$ cat src/rtl/mte_pkg.sv
// ----------------------------------------------------------------------------
// mte_pkg: shared types and codes of the timer expiry table
// Holds command, status and result codes and the structs passed from the
// sequencer to the result buffer.
// ----------------------------------------------------------------------------
package mte_pkg;

  localparam int unsigned PoolDepthDef = 16;
  localparam int unsigned MaxResults   = 16;
  localparam int unsigned ResPtrW      = 4;
  localparam int unsigned ResCntW      = 5;
  localparam int unsigned UsedW        = 5;

  typedef enum logic [1:0] {
    CMD_TICK   = 2'd0,
    CMD_SET    = 2'd1,
    CMD_REMOVE = 2'd2,
    CMD_NOP    = 2'd3
  } mte_cmd_e;

  typedef enum logic [1:0] {
    ST_OK        = 2'd0,
    ST_NOT_FOUND = 2'd1,
    ST_POOL_FULL = 2'd2
  } mte_status_e;

  localparam logic KindStatus = 1'b0;
  localparam logic KindEvent  = 1'b1;

  // One expiry event handed to the result buffer.
  typedef struct packed {
    logic       vld;
    logic [7:0] task_id;
    logic [7:0] sig;
  } mte_push_t;

  // End of one request, with the counts after the whole step.
  typedef struct packed {
    logic             vld;
    logic [1:0]       status;
    logic [UsedW-1:0] used_count;
    logic [UsedW-1:0] used_peak;
  } mte_fin_t;

endpackage

$ cat src/rtl/mte_if.sv
// ----------------------------------------------------------------------------
// mte_req_if / mte_rsp_if: request and result channels
// Valid/ready channels carrying one request or one result item.
// ----------------------------------------------------------------------------
interface mte_req_if;
  logic        valid;
  logic        ready;
  logic [1:0]  cmd;
  logic [7:0]  task_id;
  logic [7:0]  sig;
  logic [31:0] amount;
  logic        periodic;

  modport source (output valid, cmd, task_id, sig, amount, periodic, input ready);
  modport sink (input valid, cmd, task_id, sig, amount, periodic, output ready);
endinterface

interface mte_rsp_if;
  logic       valid;
  logic       ready;
  logic       kind;
  logic [7:0] event_task;
  logic [7:0] event_sig;
  logic [1:0] status;
  logic       last;
  logic [4:0] used_count;
  logic [4:0] used_peak;

  modport source (output valid, kind, event_task, event_sig, status, last, used_count,
                  used_peak, input ready);
  modport sink (input valid, kind, event_task, event_sig, status, last, used_count,
                used_peak, output ready);
endinterface

$ cat src/rtl/mte_alu.sv
// ----------------------------------------------------------------------------
// mte_alu: shared subtract and compare unit
// Saturating count subtraction and key compare for the entry under the walk.
// ----------------------------------------------------------------------------
module mte_alu import mte_pkg::*; (
  input  logic [31:0] remain_i,
  input  logic [31:0] amount_i,
  input  logic [7:0]  ent_task_i,
  input  logic [7:0]  ent_sig_i,
  input  logic [7:0]  req_task_i,
  input  logic [7:0]  req_sig_i,
  output logic [31:0] next_o,
  output logic        zero_o,
  output logic        match_o
);

  // Subtract elapsed ticks, stopping at zero.
  always_comb begin
    if (amount_i < remain_i) begin
      next_o = remain_i - amount_i;
    end else begin
      next_o = '0;
    end
  end

  assign zero_o  = (next_o == '0);
  assign match_o = (ent_task_i == req_task_i) && (ent_sig_i == req_sig_i);

endmodule

$ cat src/rtl/mte_evq.sv
// ----------------------------------------------------------------------------
// mte_evq: result buffer
// Collects up to sixteen expiry events of one request, then hands out the
// results with the final counts once the request is finished.
// ----------------------------------------------------------------------------
module mte_evq import mte_pkg::*; (
  input  logic       clk_i,
  input  logic       rst_ni,
  input  mte_push_t  push_i,
  input  mte_fin_t   fin_i,
  output logic       busy_o,
  mte_rsp_if.source  rsp_o
);

  logic [7:0]         ev_task_q [MaxResults];
  logic [7:0]         ev_sig_q  [MaxResults];
  logic [ResCntW-1:0] wr_cnt_q;
  logic [ResPtrW-1:0] rd_ptr_q;
  logic               closed_q;
  logic [1:0]         status_q;
  logic [UsedW-1:0]   count_q;
  logic [UsedW-1:0]   peak_q;
  logic               no_ev;
  logic               is_last;

  assign no_ev   = (wr_cnt_q == '0);
  assign is_last = no_ev || ({1'b0, rd_ptr_q} == (wr_cnt_q - ResCntW'(1)));
  assign busy_o  = closed_q;

  // Result fields come straight from registers.
  assign rsp_o.valid      = closed_q;
  assign rsp_o.kind       = no_ev ? KindStatus : KindEvent;
  assign rsp_o.event_task = no_ev ? 8'd0 : ev_task_q[rd_ptr_q];
  assign rsp_o.event_sig  = no_ev ? 8'd0 : ev_sig_q[rd_ptr_q];
  assign rsp_o.status     = no_ev ? status_q : ST_OK;
  assign rsp_o.last       = is_last;
  assign rsp_o.used_count = count_q;
  assign rsp_o.used_peak  = peak_q;

  // Event storage, no reset needed.
  always_ff @(posedge clk_i) begin
    if (push_i.vld && (wr_cnt_q < ResCntW'(MaxResults))) begin
      ev_task_q[wr_cnt_q[ResPtrW-1:0]] <= push_i.task_id;
      ev_sig_q[wr_cnt_q[ResPtrW-1:0]]  <= push_i.sig;
    end
  end

  // Fill count, drain pointer and closing of the batch.
  always_ff @(posedge clk_i or negedge rst_ni) begin
    if (!rst_ni) begin
      wr_cnt_q <= '0;
      rd_ptr_q <= '0;
      closed_q <= 1'b0;
      status_q <= ST_OK;
      count_q  <= '0;
      peak_q   <= '0;
    end else begin
      if (push_i.vld && (wr_cnt_q < ResCntW'(MaxResults))) begin
        wr_cnt_q <= wr_cnt_q + ResCntW'(1);
      end
      if (fin_i.vld) begin
        closed_q <= 1'b1;
        status_q <= fin_i.status;
        count_q  <= fin_i.used_count;
        peak_q   <= fin_i.used_peak;
      end
      if (closed_q && rsp_o.ready) begin
        if (is_last) begin
          closed_q <= 1'b0;
          wr_cnt_q <= '0;
          rd_ptr_q <= '0;
        end else begin
          rd_ptr_q <= rd_ptr_q + ResPtrW'(1);
        end
      end
    end
  end

endmodule

$ cat src/rtl/mte_ctrl.sv
// ----------------------------------------------------------------------------
// mte_ctrl: timer table and sequencer
// Holds the timer entries and their newest-first list, and walks the list
// one entry per cycle through the shared subtract and compare unit.
// ----------------------------------------------------------------------------
module mte_ctrl import mte_pkg::*; #(
  parameter int unsigned POOL_DEPTH = PoolDepthDef
) (
  input  logic      clk_i,
  input  logic      rst_ni,
  input  logic      evq_busy_i,
  mte_req_if.sink   req_i,
  output mte_push_t push_o,
  output mte_fin_t  fin_o
);

  localparam int unsigned IW = $clog2(POOL_DEPTH + 1);
  localparam int unsigned AW = (POOL_DEPTH > 1) ? $clog2(POOL_DEPTH) : 1;
  localparam int unsigned CW = $clog2(POOL_DEPTH + 1);
  localparam logic [IW-1:0] Nil = IW'(POOL_DEPTH);

  typedef enum logic [2:0] {S_IDLE, S_TICK, S_FIND, S_SCAN, S_FIN} state_e;

  state_e        state_q;
  logic          ent_vld_q [POOL_DEPTH];
  logic [7:0]    ent_task_q [POOL_DEPTH];
  logic [7:0]    ent_sig_q [POOL_DEPTH];
  logic [31:0]   remain_q [POOL_DEPTH];
  logic [31:0]   period_q [POOL_DEPTH];
  logic [IW-1:0] link_q [POOL_DEPTH];
  logic [IW-1:0] head_q;
  logic [CW-1:0] count_q;
  logic [CW-1:0] peak_q;
  logic [IW-1:0] cur_q;
  logic [IW-1:0] prev_q;
  logic [IW-1:0] scan_q;
  logic [1:0]    cmd_q;
  logic [7:0]    task_q;
  logic [7:0]    sig_q;
  logic [31:0]   amt_q;
  logic          per_q;
  logic [1:0]    status_q;

  logic [AW-1:0] cidx;
  logic [AW-1:0] pidx;
  logic [AW-1:0] sidx;
  logic          cur_nil;
  logic          scan_done;
  logic          scan_free;
  logic [31:0]   sub_next;
  logic          sub_zero;
  logic          key_match;
  logic [CW-1:0] count_inc;

  assign cidx      = cur_q[AW-1:0];
  assign pidx      = prev_q[AW-1:0];
  assign sidx      = scan_q[AW-1:0];
  assign cur_nil   = (cur_q == Nil);
  assign scan_done = (scan_q == Nil);
  assign scan_free = !scan_done && !ent_vld_q[sidx];
  assign count_inc = count_q + CW'(1);

  mte_alu u_alu (
    .remain_i   (remain_q[cidx]),
    .amount_i   (amt_q),
    .ent_task_i (ent_task_q[cidx]),
    .ent_sig_i  (ent_sig_q[cidx]),
    .req_task_i (task_q),
    .req_sig_i  (sig_q),
    .next_o     (sub_next),
    .zero_o     (sub_zero),
    .match_o    (key_match)
  );

  assign req_i.ready = (state_q == S_IDLE) && !evq_busy_i;

  // Expiry events go out as the walk meets them.
  assign push_o.vld     = (state_q == S_TICK) && !cur_nil && sub_zero;
  assign push_o.task_id = ent_task_q[cidx];
  assign push_o.sig     = ent_sig_q[cidx];

  assign fin_o.vld        = (state_q == S_FIN);
  assign fin_o.status     = status_q;
  assign fin_o.used_count = UsedW'(count_q);
  assign fin_o.used_peak  = UsedW'(peak_q);

  // Entry payload, no reset.
  always_ff @(posedge clk_i) begin
    unique case (state_q) inside
      S_IDLE: begin
      end
      S_TICK: begin
        if (!cur_nil) begin
          if (!sub_zero) begin
            remain_q[cidx] <= sub_next;
          end else if (period_q[cidx] != '0) begin
            remain_q[cidx] <= period_q[cidx];
          end else if (prev_q != Nil) begin
            link_q[pidx] <= link_q[cidx];
          end
        end
      end
      S_FIND, S_SCAN: begin
        if (!cur_nil && state_q == S_FIND) begin
          if (key_match) begin
            if (cmd_q == CMD_SET) begin
              remain_q[cidx] <= amt_q;
            end else if (prev_q != Nil) begin
              link_q[pidx] <= link_q[cidx];
            end
          end
        end else if (cmd_q == CMD_SET && scan_free) begin
          ent_task_q[sidx] <= task_q;
          ent_sig_q[sidx]  <= sig_q;
          remain_q[sidx]   <= amt_q;
          period_q[sidx]   <= per_q ? amt_q : 32'd0;
          link_q[sidx]     <= head_q;
        end
      end
      S_FIN: begin
      end
      default: begin
      end
    endcase
  end

  // Sequencer, valid bits, list head and counts.
  always_ff @(posedge clk_i or negedge rst_ni) begin
    if (!rst_ni) begin
      state_q  <= S_IDLE;
      head_q   <= Nil;
      count_q  <= '0;
      peak_q   <= '0;
      cur_q    <= Nil;
      prev_q   <= Nil;
      scan_q   <= '0;
      cmd_q    <= CMD_NOP;
      task_q   <= '0;
      sig_q    <= '0;
      amt_q    <= '0;
      per_q    <= 1'b0;
      status_q <= ST_OK;
      for (int i = 0; i < POOL_DEPTH; i++) begin
        ent_vld_q[i] <= 1'b0;
      end
    end else begin
      unique case (state_q)
        S_IDLE: begin
          if (req_i.valid && req_i.ready) begin
            cmd_q    <= req_i.cmd;
            task_q   <= req_i.task_id;
            sig_q    <= req_i.sig;
            amt_q    <= req_i.amount;
            per_q    <= req_i.periodic;
            cur_q    <= head_q;
            prev_q   <= Nil;
            scan_q   <= '0;
            status_q <= ST_OK;
            unique case (mte_cmd_e'(req_i.cmd)) inside
              CMD_TICK:               state_q <= S_TICK;
              CMD_SET, CMD_REMOVE:    state_q <= S_FIND;
              CMD_NOP:                state_q <= S_FIN;
              default:                state_q <= S_FIN;
            endcase
          end
        end
        S_TICK: begin
          if (cur_nil) begin
            state_q <= S_FIN;
          end else begin
            if (sub_zero && period_q[cidx] == '0) begin
              if (prev_q == Nil) begin
                head_q <= link_q[cidx];
              end
              ent_vld_q[cidx] <= 1'b0;
              if (count_q != '0) begin
                count_q <= count_q - CW'(1);
              end
            end else begin
              prev_q <= cur_q;
            end
            cur_q <= link_q[cidx];
          end
        end
        S_FIND: begin
          // The free-slot scan runs alongside the list walk.
          if (!scan_done && ent_vld_q[sidx]) begin
            scan_q <= scan_q + IW'(1);
          end
          if (!cur_nil) begin
            if (key_match) begin
              state_q <= S_FIN;
              if (cmd_q == CMD_REMOVE) begin
                if (prev_q == Nil) begin
                  head_q <= link_q[cidx];
                end
                ent_vld_q[cidx] <= 1'b0;
                if (count_q != '0) begin
                  count_q <= count_q - CW'(1);
                end
              end
            end else begin
              prev_q <= cur_q;
              cur_q  <= link_q[cidx];
            end
          end else if (cmd_q == CMD_REMOVE) begin
            status_q <= ST_NOT_FOUND;
            state_q  <= S_FIN;
          end else begin
            state_q <= S_SCAN;
          end
        end
        S_SCAN: begin
          if (scan_free) begin
            ent_vld_q[sidx] <= 1'b1;
            head_q          <= scan_q;
            count_q         <= count_inc;
            if (count_inc >= peak_q) begin
              peak_q <= count_inc;
            end
            state_q <= S_FIN;
          end else if (scan_done) begin
            status_q <= ST_POOL_FULL;
            state_q  <= S_FIN;
          end else begin
            scan_q <= scan_q + IW'(1);
          end
        end
        S_FIN: begin
          state_q <= S_IDLE;
        end
        default: begin
          state_q <= S_IDLE;
        end
      endcase
    end
  end

`ifndef SYNTH
  // The allocation count never passes the pool size or the peak.
  a_count_bound: assert property (@(posedge clk_i) disable iff (!rst_ni)
    (count_q <= CW'(POOL_DEPTH)) && (count_q <= peak_q))
    else $error("timer count out of range");

  // A finished request always returns the sequencer to idle.
  a_fin_idle: assert property (@(posedge clk_i) disable iff (!rst_ni)
    fin_o.vld |=> (state_q == S_IDLE))
    else $error("sequencer did not return to idle");

  // No new request is taken while results are still pending.
  a_no_accept_busy: assert property (@(posedge clk_i) disable iff (!rst_ni)
    evq_busy_i |-> !req_i.ready)
    else $error("request taken while results pending");

  // An allocation always bumps the count by one.
  a_alloc_count: assert property (@(posedge clk_i) disable iff (!rst_ni)
    (state_q == S_SCAN && scan_free) |=> (count_q == $past(count_inc)))
    else $error("allocation count mismatch");
`endif

endmodule

$ cat src/rtl/multi_timer_expiry_table.sv
// ----------------------------------------------------------------------------
// multi_timer_expiry_table: table of one-shot and periodic software timers
// Keeps up to POOL_DEPTH timers keyed by task and signal and reports
// their expiries on a tick.
// ----------------------------------------------------------------------------
// Usage:
//   req_i carries one request (tick, set, remove) per valid/ready handshake.
//   rsp_o returns the results of that request in order; the final one has
//   last set. A tick returns one expiry event per expired timer (at most
//   sixteen), or one ok status if none expired; set and remove return one
//   status. Every result carries the used count and peak after the step.
// Timing:
//   A tick walks the timers on the list, one list entry per cycle through
//   the shared subtract unit. A set or remove walks the list until a
//   match; a new set also scans the valid bits for the lowest free entry,
//   overlapped with the walk. Results then drain one per cycle while the
//   receiver is ready; the next request is taken only after the last
//   result of the previous one has been accepted.
// Reset: all timers freed, list empty, counts zero; no clearing pass.
// Stall: a stalled receiver holds the current result and the request side.
// ----------------------------------------------------------------------------
module multi_timer_expiry_table import mte_pkg::*; #(
  parameter int unsigned POOL_DEPTH = PoolDepthDef
) (
  input  logic      clk_i,
  input  logic      rst_ni,
  mte_req_if.sink   req_i,
  mte_rsp_if.source rsp_o
);

  mte_push_t push;
  mte_fin_t  fin;
  logic      evq_busy;

  mte_ctrl #(
    .POOL_DEPTH (POOL_DEPTH)
  ) u_ctrl (
    .clk_i      (clk_i),
    .rst_ni     (rst_ni),
    .evq_busy_i (evq_busy),
    .req_i      (req_i),
    .push_o     (push),
    .fin_o      (fin)
  );

  mte_evq u_evq (
    .clk_i  (clk_i),
    .rst_ni (rst_ni),
    .push_i (push),
    .fin_i  (fin),
    .busy_o (evq_busy),
    .rsp_o  (rsp_o)
  );

endmodule

$ cat src/flat_wrapper.sv
// flat-port wrapper written by rule: the top's interface ports become plain ports
module multi_timer_expiry_table_flat import mte_pkg::*;
#(
  parameter int unsigned POOL_DEPTH = PoolDepthDef
)
  (clk_i, rst_ni, req_i_valid, req_i_cmd, req_i_task_id, req_i_sig, req_i_amount, req_i_periodic, req_i_ready, rsp_o_valid, rsp_o_kind, rsp_o_event_task, rsp_o_event_sig, rsp_o_status, rsp_o_last, rsp_o_used_count, rsp_o_used_peak, rsp_o_ready);
  mte_req_if req_i_i ();
  mte_rsp_if rsp_o_i ();
  input  logic clk_i;
  input  logic rst_ni;
  input wire logic [$bits(req_i_i.valid)-1:0] req_i_valid;
  input wire logic [$bits(req_i_i.cmd)-1:0] req_i_cmd;
  input wire logic [$bits(req_i_i.task_id)-1:0] req_i_task_id;
  input wire logic [$bits(req_i_i.sig)-1:0] req_i_sig;
  input wire logic [$bits(req_i_i.amount)-1:0] req_i_amount;
  input wire logic [$bits(req_i_i.periodic)-1:0] req_i_periodic;
  output wire logic [$bits(req_i_i.ready)-1:0] req_i_ready;
  output wire logic [$bits(rsp_o_i.valid)-1:0] rsp_o_valid;
  output wire logic [$bits(rsp_o_i.kind)-1:0] rsp_o_kind;
  output wire logic [$bits(rsp_o_i.event_task)-1:0] rsp_o_event_task;
  output wire logic [$bits(rsp_o_i.event_sig)-1:0] rsp_o_event_sig;
  output wire logic [$bits(rsp_o_i.status)-1:0] rsp_o_status;
  output wire logic [$bits(rsp_o_i.last)-1:0] rsp_o_last;
  output wire logic [$bits(rsp_o_i.used_count)-1:0] rsp_o_used_count;
  output wire logic [$bits(rsp_o_i.used_peak)-1:0] rsp_o_used_peak;
  input wire logic [$bits(rsp_o_i.ready)-1:0] rsp_o_ready;
  assign req_i_i.valid = req_i_valid;
  assign req_i_i.cmd = req_i_cmd;
  assign req_i_i.task_id = req_i_task_id;
  assign req_i_i.sig = req_i_sig;
  assign req_i_i.amount = req_i_amount;
  assign req_i_i.periodic = req_i_periodic;
  assign req_i_ready = req_i_i.ready;
  assign rsp_o_valid = rsp_o_i.valid;
  assign rsp_o_kind = rsp_o_i.kind;
  assign rsp_o_event_task = rsp_o_i.event_task;
  assign rsp_o_event_sig = rsp_o_i.event_sig;
  assign rsp_o_status = rsp_o_i.status;
  assign rsp_o_last = rsp_o_i.last;
  assign rsp_o_used_count = rsp_o_i.used_count;
  assign rsp_o_used_peak = rsp_o_i.used_peak;
  assign rsp_o_i.ready = rsp_o_ready;
  multi_timer_expiry_table #(.POOL_DEPTH(POOL_DEPTH)) u_core (.clk_i(clk_i), .rst_ni(rst_ni), .req_i(req_i_i), .rsp_o(rsp_o_i));
endmodule
$ cat config.mk
export PLATFORM = sky130hd
export DESIGN_NAME = multi_timer_expiry_table_flat
export DESIGN_NICKNAME = d
export VERILOG_FILES = /design/src/rtl/mte_pkg.sv /design/src/rtl/mte_if.sv /design/src/rtl/mte_alu.sv /design/src/rtl/mte_evq.sv /design/src/rtl/mte_ctrl.sv /design/src/rtl/multi_timer_expiry_table.sv /design/src/flat_wrapper.sv
export SDC_FILE = /design/constraint.sdc
export NUM_CORES = 2
export LEC_CHECK = 0
export BUFFER_PORTS_ARGS = -buffer_cell sky130_fd_sc_hd__buf_4
export CORE_ASPECT_RATIO = 0.8
export CORE_MARGIN = 4
export CORE_UTILIZATION = 68
export DETAILED_ROUTE_END_ITERATION = 8
export HOLD_SLACK_MARGIN = 0.06
export PLACE_DENSITY = 0.85
export SLEW_MARGIN = 5
export SYNTH_ARGS = -nofsm -noshare
export SYNTH_HDL_FRONTEND = slang
export SYNTH_HIERARCHICAL = 1
export SYNTH_SLANG_ARGS = --single-unit
export TNS_END_PERCENT = 1
$ cat constraint.sdc
create_clock -name clk_i -period 18.4 [get_ports clk_i]
set_input_delay 1.84 -clock clk_i [delete_from_list [all_inputs] [get_ports clk_i]]
set_output_delay 1.84 -clock clk_i [all_outputs]
set_load 0.005 [all_outputs]
[After elaboration in Yosys (flattened, before gate mapping)]
Memory sizes are Yosys's and may differ from the RTL's.
Index checks and enable logic that the tools add are counted.
Storage, ports and cells
  register bits: 124
  bits in writable memories: 1616
  output and inout port bits: 32
  word-level logic and storage cells: 251
  memories kept: 7
Operators by class
  $add $sub $neg: 7
  magnitude comparators: 7
  eq/ne operators: 32
  muxes and demuxes: 114
  bitwise logic cells: 8
  reductions and logical operators: 41
Memories
  u_core.u_ctrl.period_q: words 16, bits a word 32, read ports 1, clocked after Yosys merged registers in 0, wr ports 1, line mte_ctrl.sv:29  | logic [31:0] period_q [POOL_DEPTH];
  u_core.u_ctrl.remain_q: words 16, bits a word 32, read ports 1, clocked after Yosys merged registers in 0, wr ports 1, line mte_ctrl.sv:28  | logic [31:0] remain_q [POOL_DEPTH];
  u_core.u_ctrl.ent_sig_q: words 16, bits a word 8, read ports 1, clocked after Yosys merged registers in 0, wr ports 1, line mte_ctrl.sv:27  | logic [7:0] ent_sig_q [POOL_DEPTH];
  u_core.u_ctrl.ent_task_q: words 16, bits a word 8, read ports 1, clocked after Yosys merged registers in 0, wr ports 1, line mte_ctrl.sv:26  | logic [7:0] ent_task_q [POOL_DEPTH];
  u_core.u_evq.ev_sig_q: words 16, bits a word 8, read ports 1, clocked after Yosys merged registers in 0, wr ports 1, line mte_evq.sv:16  | logic [7:0] ev_sig_q [MaxResults];
  u_core.u_evq.ev_task_q: words 16, bits a word 8, read ports 1, clocked after Yosys merged registers in 0, wr ports 1, line mte_evq.sv:15  | logic [7:0] ev_task_q [MaxResults];
  1 more memories
Operators with widths (count)
  32-bit two-way mux: 5
  5-bit two-way mux: 32
  16-bit two-way mux: 6
  5-bit case mux with 3 select lines: 5
  32-bit zero test: 2
  16-bit case mux with 3 select lines: 1
  1-bit two-way mux: 41
  32-bit less-than comparator: 1
  32-bit nonzero test: 1
  32-bit OR reduction: 1
  32-bit subtractor: 1
  2-bit inequality test (second input constant): 11
  3-bit two-way mux: 7
  16-bit AND: 1
  8-bit == test: 2
  8-bit two-way mux: 2
  16-bit NOT: 1
  16-bit bitwise OR: 1
  5-bit by 1-bit adder with 5-bit output (second input constant): 3
  5-bit == test (second input constant): 3
  1-bit logical AND: 14
  2-bit two-way mux: 6
  4-bit two-way mux: 3
  3-bit case mux with 4 select lines: 1
  36 further kinds: 58

[Depth between registers and ports, before layout]
  depth after elaboration: 13
  depth in mapped cells: 28
  depth with buffers taken out: 21

[By module]
The synthesis kept the hierarchy.
Modules (own cells, without submodules)
  mte_ctrl: instances 1, cells each 2771, area an instance 57176.1 sq um, sequential area each 43397.9 sq um
  mte_evq: instances 1, cells each 516, area an instance 10985.5 sq um, sequential area each 8237.9 sq um
  mte_alu: instances 1, cells each 431, area an instance 2778.9 sq um, sequential area each 0.0 sq um

[Worst setup path after synthesis]
No wires, ideal clock.
  path type: reg-to-reg
  from: register u_core.u_ctrl.cur_q[0]
  to: memory u_core.u_evq.ev_sig_q[3][0] (enable)
  setup time: 0.409 ns
  arrival time: 7.431 ns
  path slack: 10.560 ns
  stages on the path, launching flop included: 27
  buffers on the path: 8
  period minus slack after synthesis: 7.840 ns
  cells stage by stage: dfrtp_1 clkbuf_1 buf_2 buf_4 buf_2 buf_2 buf_1 mux4_2 mux4_2 ha_1 buf_6 a211oi_2 o211ai_1 a2111o_1 or4_1 nand3_1 o211ai_2 a21oi_2 nand4_1 o21bai_1 inv_1 or3_1 nor2_1 nor2b_1 clkbuf_1 nand2_1 nor3_1
RTL lines
  start: declaration: line mte_ctrl.sv:34  | logic [IW-1:0] cur_q;
  start signal: assignment: line mte_ctrl.sv:134  | cur_q <= Nil;
  start signal: assignment: line mte_ctrl.sv:155  | cur_q <= head_q;
  start signal: assignment: line mte_ctrl.sv:182  | cur_q <= link_q[cidx];
  end: declaration: line mte_evq.sv:16

==> metrics.md <==
| Metric | Value |
|---|---|
| Outcome | `completed` |
| Slowest cell delay on critical path | `950 ps` |
| Final cell count without fillers | `5,337` |
| Antenna violations before repair | `8` |
| Clk pin slew, worst setup/hold paths | `70 ps` |
| Vias in the first global route | `40,500` |
| TritonCTS Buffers | `157` |
| Worst EP required | `18,790 ps` |
| # DRC | `0` |
| Critical path's most frequent cell | `buf_4` |
| Via count | `40,200` |
| Ys flop type | `edfxtp_1` |
| Minimum clock period | `10,660 ps` |
| Fillers | `5,090` |
| Fraction of layout cells with a size suffix above 1 | `23.8%` |
| Initial DRC count | `6,901` |
| Setup TNS | `0 ps` |
| H-tree Lvls | `4` |
| Num rows | `105` |
| Relative slew slack | `16.2%` |
| Mapped Nets | `3,826` |
| Tot GR Track Use | `36.5%` |
| Initial Utilization | `68.9%` |
| Post-CTS Setup Inserts | `0` |
| Static leakage | `21.2 nW` |
| Multi-input gate area | `18,400 µm²` |
| FFs w/ async S/R, synth | `7.13%` |
| Nets | `3,922` |
| Clk_skew | `43.5 ps` |
| Die width | `369 µm` |
| Final wirelength | `197 mm` |
| Slew Viols, Final | `0` |
| Routed vias/inst | `7.53` |
| Part of the cycle the worst path needs | `57.9%` |
| Max-Cap Viols | `0` |
| Pwr dens | `99.5 nW/µm²` |
| Cts hold-fix bufs | `0` |
| Setup-failing EPs final | `0` |
| Worst Path Buf+Inv | `4` |
| Clock Tree Buf Depth | `3` |
| Synth warnings | `6` |
| Endpoints failing hold | `0` |
| Unrepaired setup endpoints after global routing | `no` |
| Syn Area/Cell | `19.1 µm²` |
| Overflow after GRT | `0` |
| CTS tree | `yes` |
| Layout area overhead | `10.3%` |
| CP max-delay cell | `nor2_2` |
| CTS sink cnt | `1,740` |
| Library cells used by synthesis | `89` |
| Max Clk Rate | `93.8 MHz` |
| First-pass GRT wire length | `286 mm` |
| CP Cell Sequence | `buf_4, buf_4, buf_4, mux4_2, mux4_2, ha_1, nand2_1, a211oi_2, o21ai_2, a2111oi_4, a2bb2oi_2, a41oi_2, a21oi_2, nand4_1, o21bai_1, inv_1, or3_1, nor2_1, nor2b_1, nand2_1, nor2_2` |
| Worst min path class | `reg2reg` |
| Drt wl/cell | `36.9 µm` |
| Placed cells | `5,046` |
| Crit-path max FO | `47` |
| Core Area | `103,000 µm²` |
| Die height | `297 µm` |
| Post-DP HPWL | `99.9 mm` |
| Critical path launch point type | `flip-flop` |
| Synthesis-stage register bit count | `1,740` |
| CP top delay family | `simple AND/OR/NAND/NOR gates` |
| Crit Path Class | `reg2reg` |
| Critical Path End Type | `flip-flop` |
| Placer Congestion | `0.957` |
| EDFF count, synth | `1,616` |
| Full die area | `110,000 µm²` |
| Slew at the pin closest to its max-slew limit | `1250 ps` |
| Largest net degree at the start of global routing | `96` |
| IO Pins | `87` |
| Drt pass-1 iters | `8` |
| Clock Latency Late Sink | `800 ps` |
| Max VDD drop | `117 µV` |
| CTS root buf | `clkbuf_16` |
| Register Area | `51,700 µm²` |
| Sequential share of the synthesized area | `72.8%` |
| Synthesized instance count | `3,718` |
| # port buffers | `86` |
| Post_cts resized | `0` |
| Arr. time, crit path | `11,050 ps` |
| Post-synth design cell area | `70,900 µm²` |
| Antenna Nets Post-Route | `0` |
==> metrics by stage <==
| step | cell area, µm² | hold WS [ps] | setup slack, ps | power, mW | util, % |
|---|---|---|---|---|---|
| after global routing | 78300 | 510 | 7180 | 8.00 | 76.0 |
| final | 78300 | 496 | 7740 | 7.79 | 76.0 |
| after CTS | 78300 | 495 | 7760 | 7.80 | 76.0 |
| after floorplan | 70900 | 455 | 10560 | 4.45 | - |
| after global placement | 73100 | 473 | 8260 | 4.49 | 71.0 |
| after detailed placement | 73100 | 480 | 7980 | 4.50 | 71.0 |
==> tightest hold or removal path: stages (launching register included) <==
cell	delay [ps]
dfstp_2	370
nand2_1	40
o21ai_0	70
==> sequential cells by signal, summed over array words and instances (netlist names), 8 cells and up <==
name / count
u_core/u_ctrl/ent_sig_q: 128
u_core/u_ctrl/ent_vld_q: 16
u_core/u_evq/ev_sig_q: 128
u_core/u_ctrl/sig_q: 8
u_core/u_ctrl/ent_task_q: 128
u_core/u_ctrl/period_q: 512
u_core/u_evq/ev_task_q: 128
u_core/u_ctrl/remain_q: 512
u_core/u_ctrl/amt_q: 32
u_core/u_ctrl/link_q: 80
u_core/u_ctrl/task_q: 8
==> worst paths after layout <==
kind	slack [ps]	from	to	cells after the start
min	500	u_core/u_ctrl/cmd_q[1]	u_core/u_ctrl/cmd_q[1]	2
max in group asynchronous	15730	rst_ni	u_core/u_ctrl/cur_q[3]	2
max	7740	u_core/u_ctrl/cur_q[0]	u_core/u_evq/ev_sig_q[11][6]	21
min in group asynchronous	1050	rst_ni	u_core/u_evq/rsp_o.used_peak[0]	1
min reg2reg	500	u_core/u_ctrl/cmd_q[1]	u_core/u_ctrl/cmd_q[1]	2
max reg2reg	7740	u_core/u_ctrl/cur_q[0]	u_core/u_evq/ev_sig_q[11][6]	21
==> power by group <==
part | switching (mW) | leakage (nW) | internal (mW)
Clock | 1.50 | 2.52 | 1.87
Sequential | 0.0182 | 11.6 | 4.26
Combinational | 0.0769 | 7.03 | 0.0659
==> cell type report <==
type                            count  share of cell area, %
Sequential cell                  1740                   66.0
Multi-Input combinational cell   1717                   23.5
Clock buffer                      200                   5.42
Tap cell                         1391                   2.22
Timing Repair Buffer              141                   1.37
Clock inverter                     88                   1.18
Inverter                           57                  0.273
Antenna cell                        3                0.00959
==> placed cells by master, fill, tap and decap left out, types with 11 or more instances in the layout <==
cell type / synthesis / routed
clkinv_2: 0 / 22
o21ai_0: 44 / 44
clkinv_1: 0 / 30
o21ai_1: 11 / 11
xnor2_1: 41 / 41
nand3_1: 23 / 23
and3_4: 0 / 16
a21oi_1: 113 / 112
clkbuf_1: 112 / 31
edfxtp_1: 1616 / 1616
ha_1: 52 / 52
clkbuf_16: 0 / 160
o22ai_1: 22 / 22
mux4_2: 462 / 462
nand2b_1: 18 / 18
and2_1: 43 / 41
a31oi_1: 20 / 20
xor2_1: 16 / 16
bufinv_16: 0 / 16
nand4_1: 23 / 23
a22oi_1: 66 / 66
nor2b_1: 15 / 13
nor3_1: 34 / 30
nor2_1: 146 / 120
mux2i_1: 74 / 74
inv_1: 56 / 56
nor2_4: 0 / 16
nand2_1: 301 / 300
buf_4: 14 / 139
a21o_1: 17 / 17
dfrtp_1: 119 / 112
nor4_1: 19 / 18
mux2_2: 13 / 13
==> cells by family (layout without fill, tap and decap cells) <==
family                     after synthesis  after routing  share of synthesized area (%)
other                                    0              3                              0
DFF                                   1740           1740                           72.8
adders and majority gates               53             53                          0.945
muxes                                  550            550                           15.9
xor gates and xnor gates                57             57                          0.704
AOI/OAI and AO/OA                      380            380                           3.58
and+or+nand+nor                        677            677                           4.39
buffers and inverters                  261            486                           1.66
==> synth_stat cells, drive strengths merged (4+ instances only) <==
library cell	n	share of area (%)
edfxtp	1616	68
mux4	462	15
nand2	301	1.6
nor2	146	0.77
dfrtp	119	4.2
a21oi	116	0.83
clkbuf	112	0.59
buf	92	0.77
mux2i	74	1.0
a22oi	66	0.70
o21ai	58	0.43
inv	57	0.30
ha	52	0.92
and2	43	0.38
xnor2	41	0.51
nor3	35	0.25
nand3	23	0.16
nand4	23	0.20
and3	22	0.20
o22ai	22	0.19
a31oi	21	0.19
nor4	19	0.17
nand2b	18	0.16
a21o	17	0.18
xor2	16	0.20
nor2b	15	0.13
mux2	14	0.22
o211ai	10	0.12
o21bai	8	0.085
o21a	7	0.074
or2	7	0.062
a211oi	5	0.081
a2bb2oi	5	0.071
dfstp	5	0.19
nor3b	5	0.053
or3	5	0.044
a211o	4	0.049
o2111ai	4	0.049
o31a	4	0.049
o31ai	4	0.062
==> metal layers <==
layer	wire length (µm)	track usage, %	up-vias
li1	-	-	15200
met1	65400	49.5	20400
met2	96000	58.0	3784
met3	25100	9.09	732
met4	10200	15.5	6
met5	40	0	-
Power figures use the tool's default switching activity.
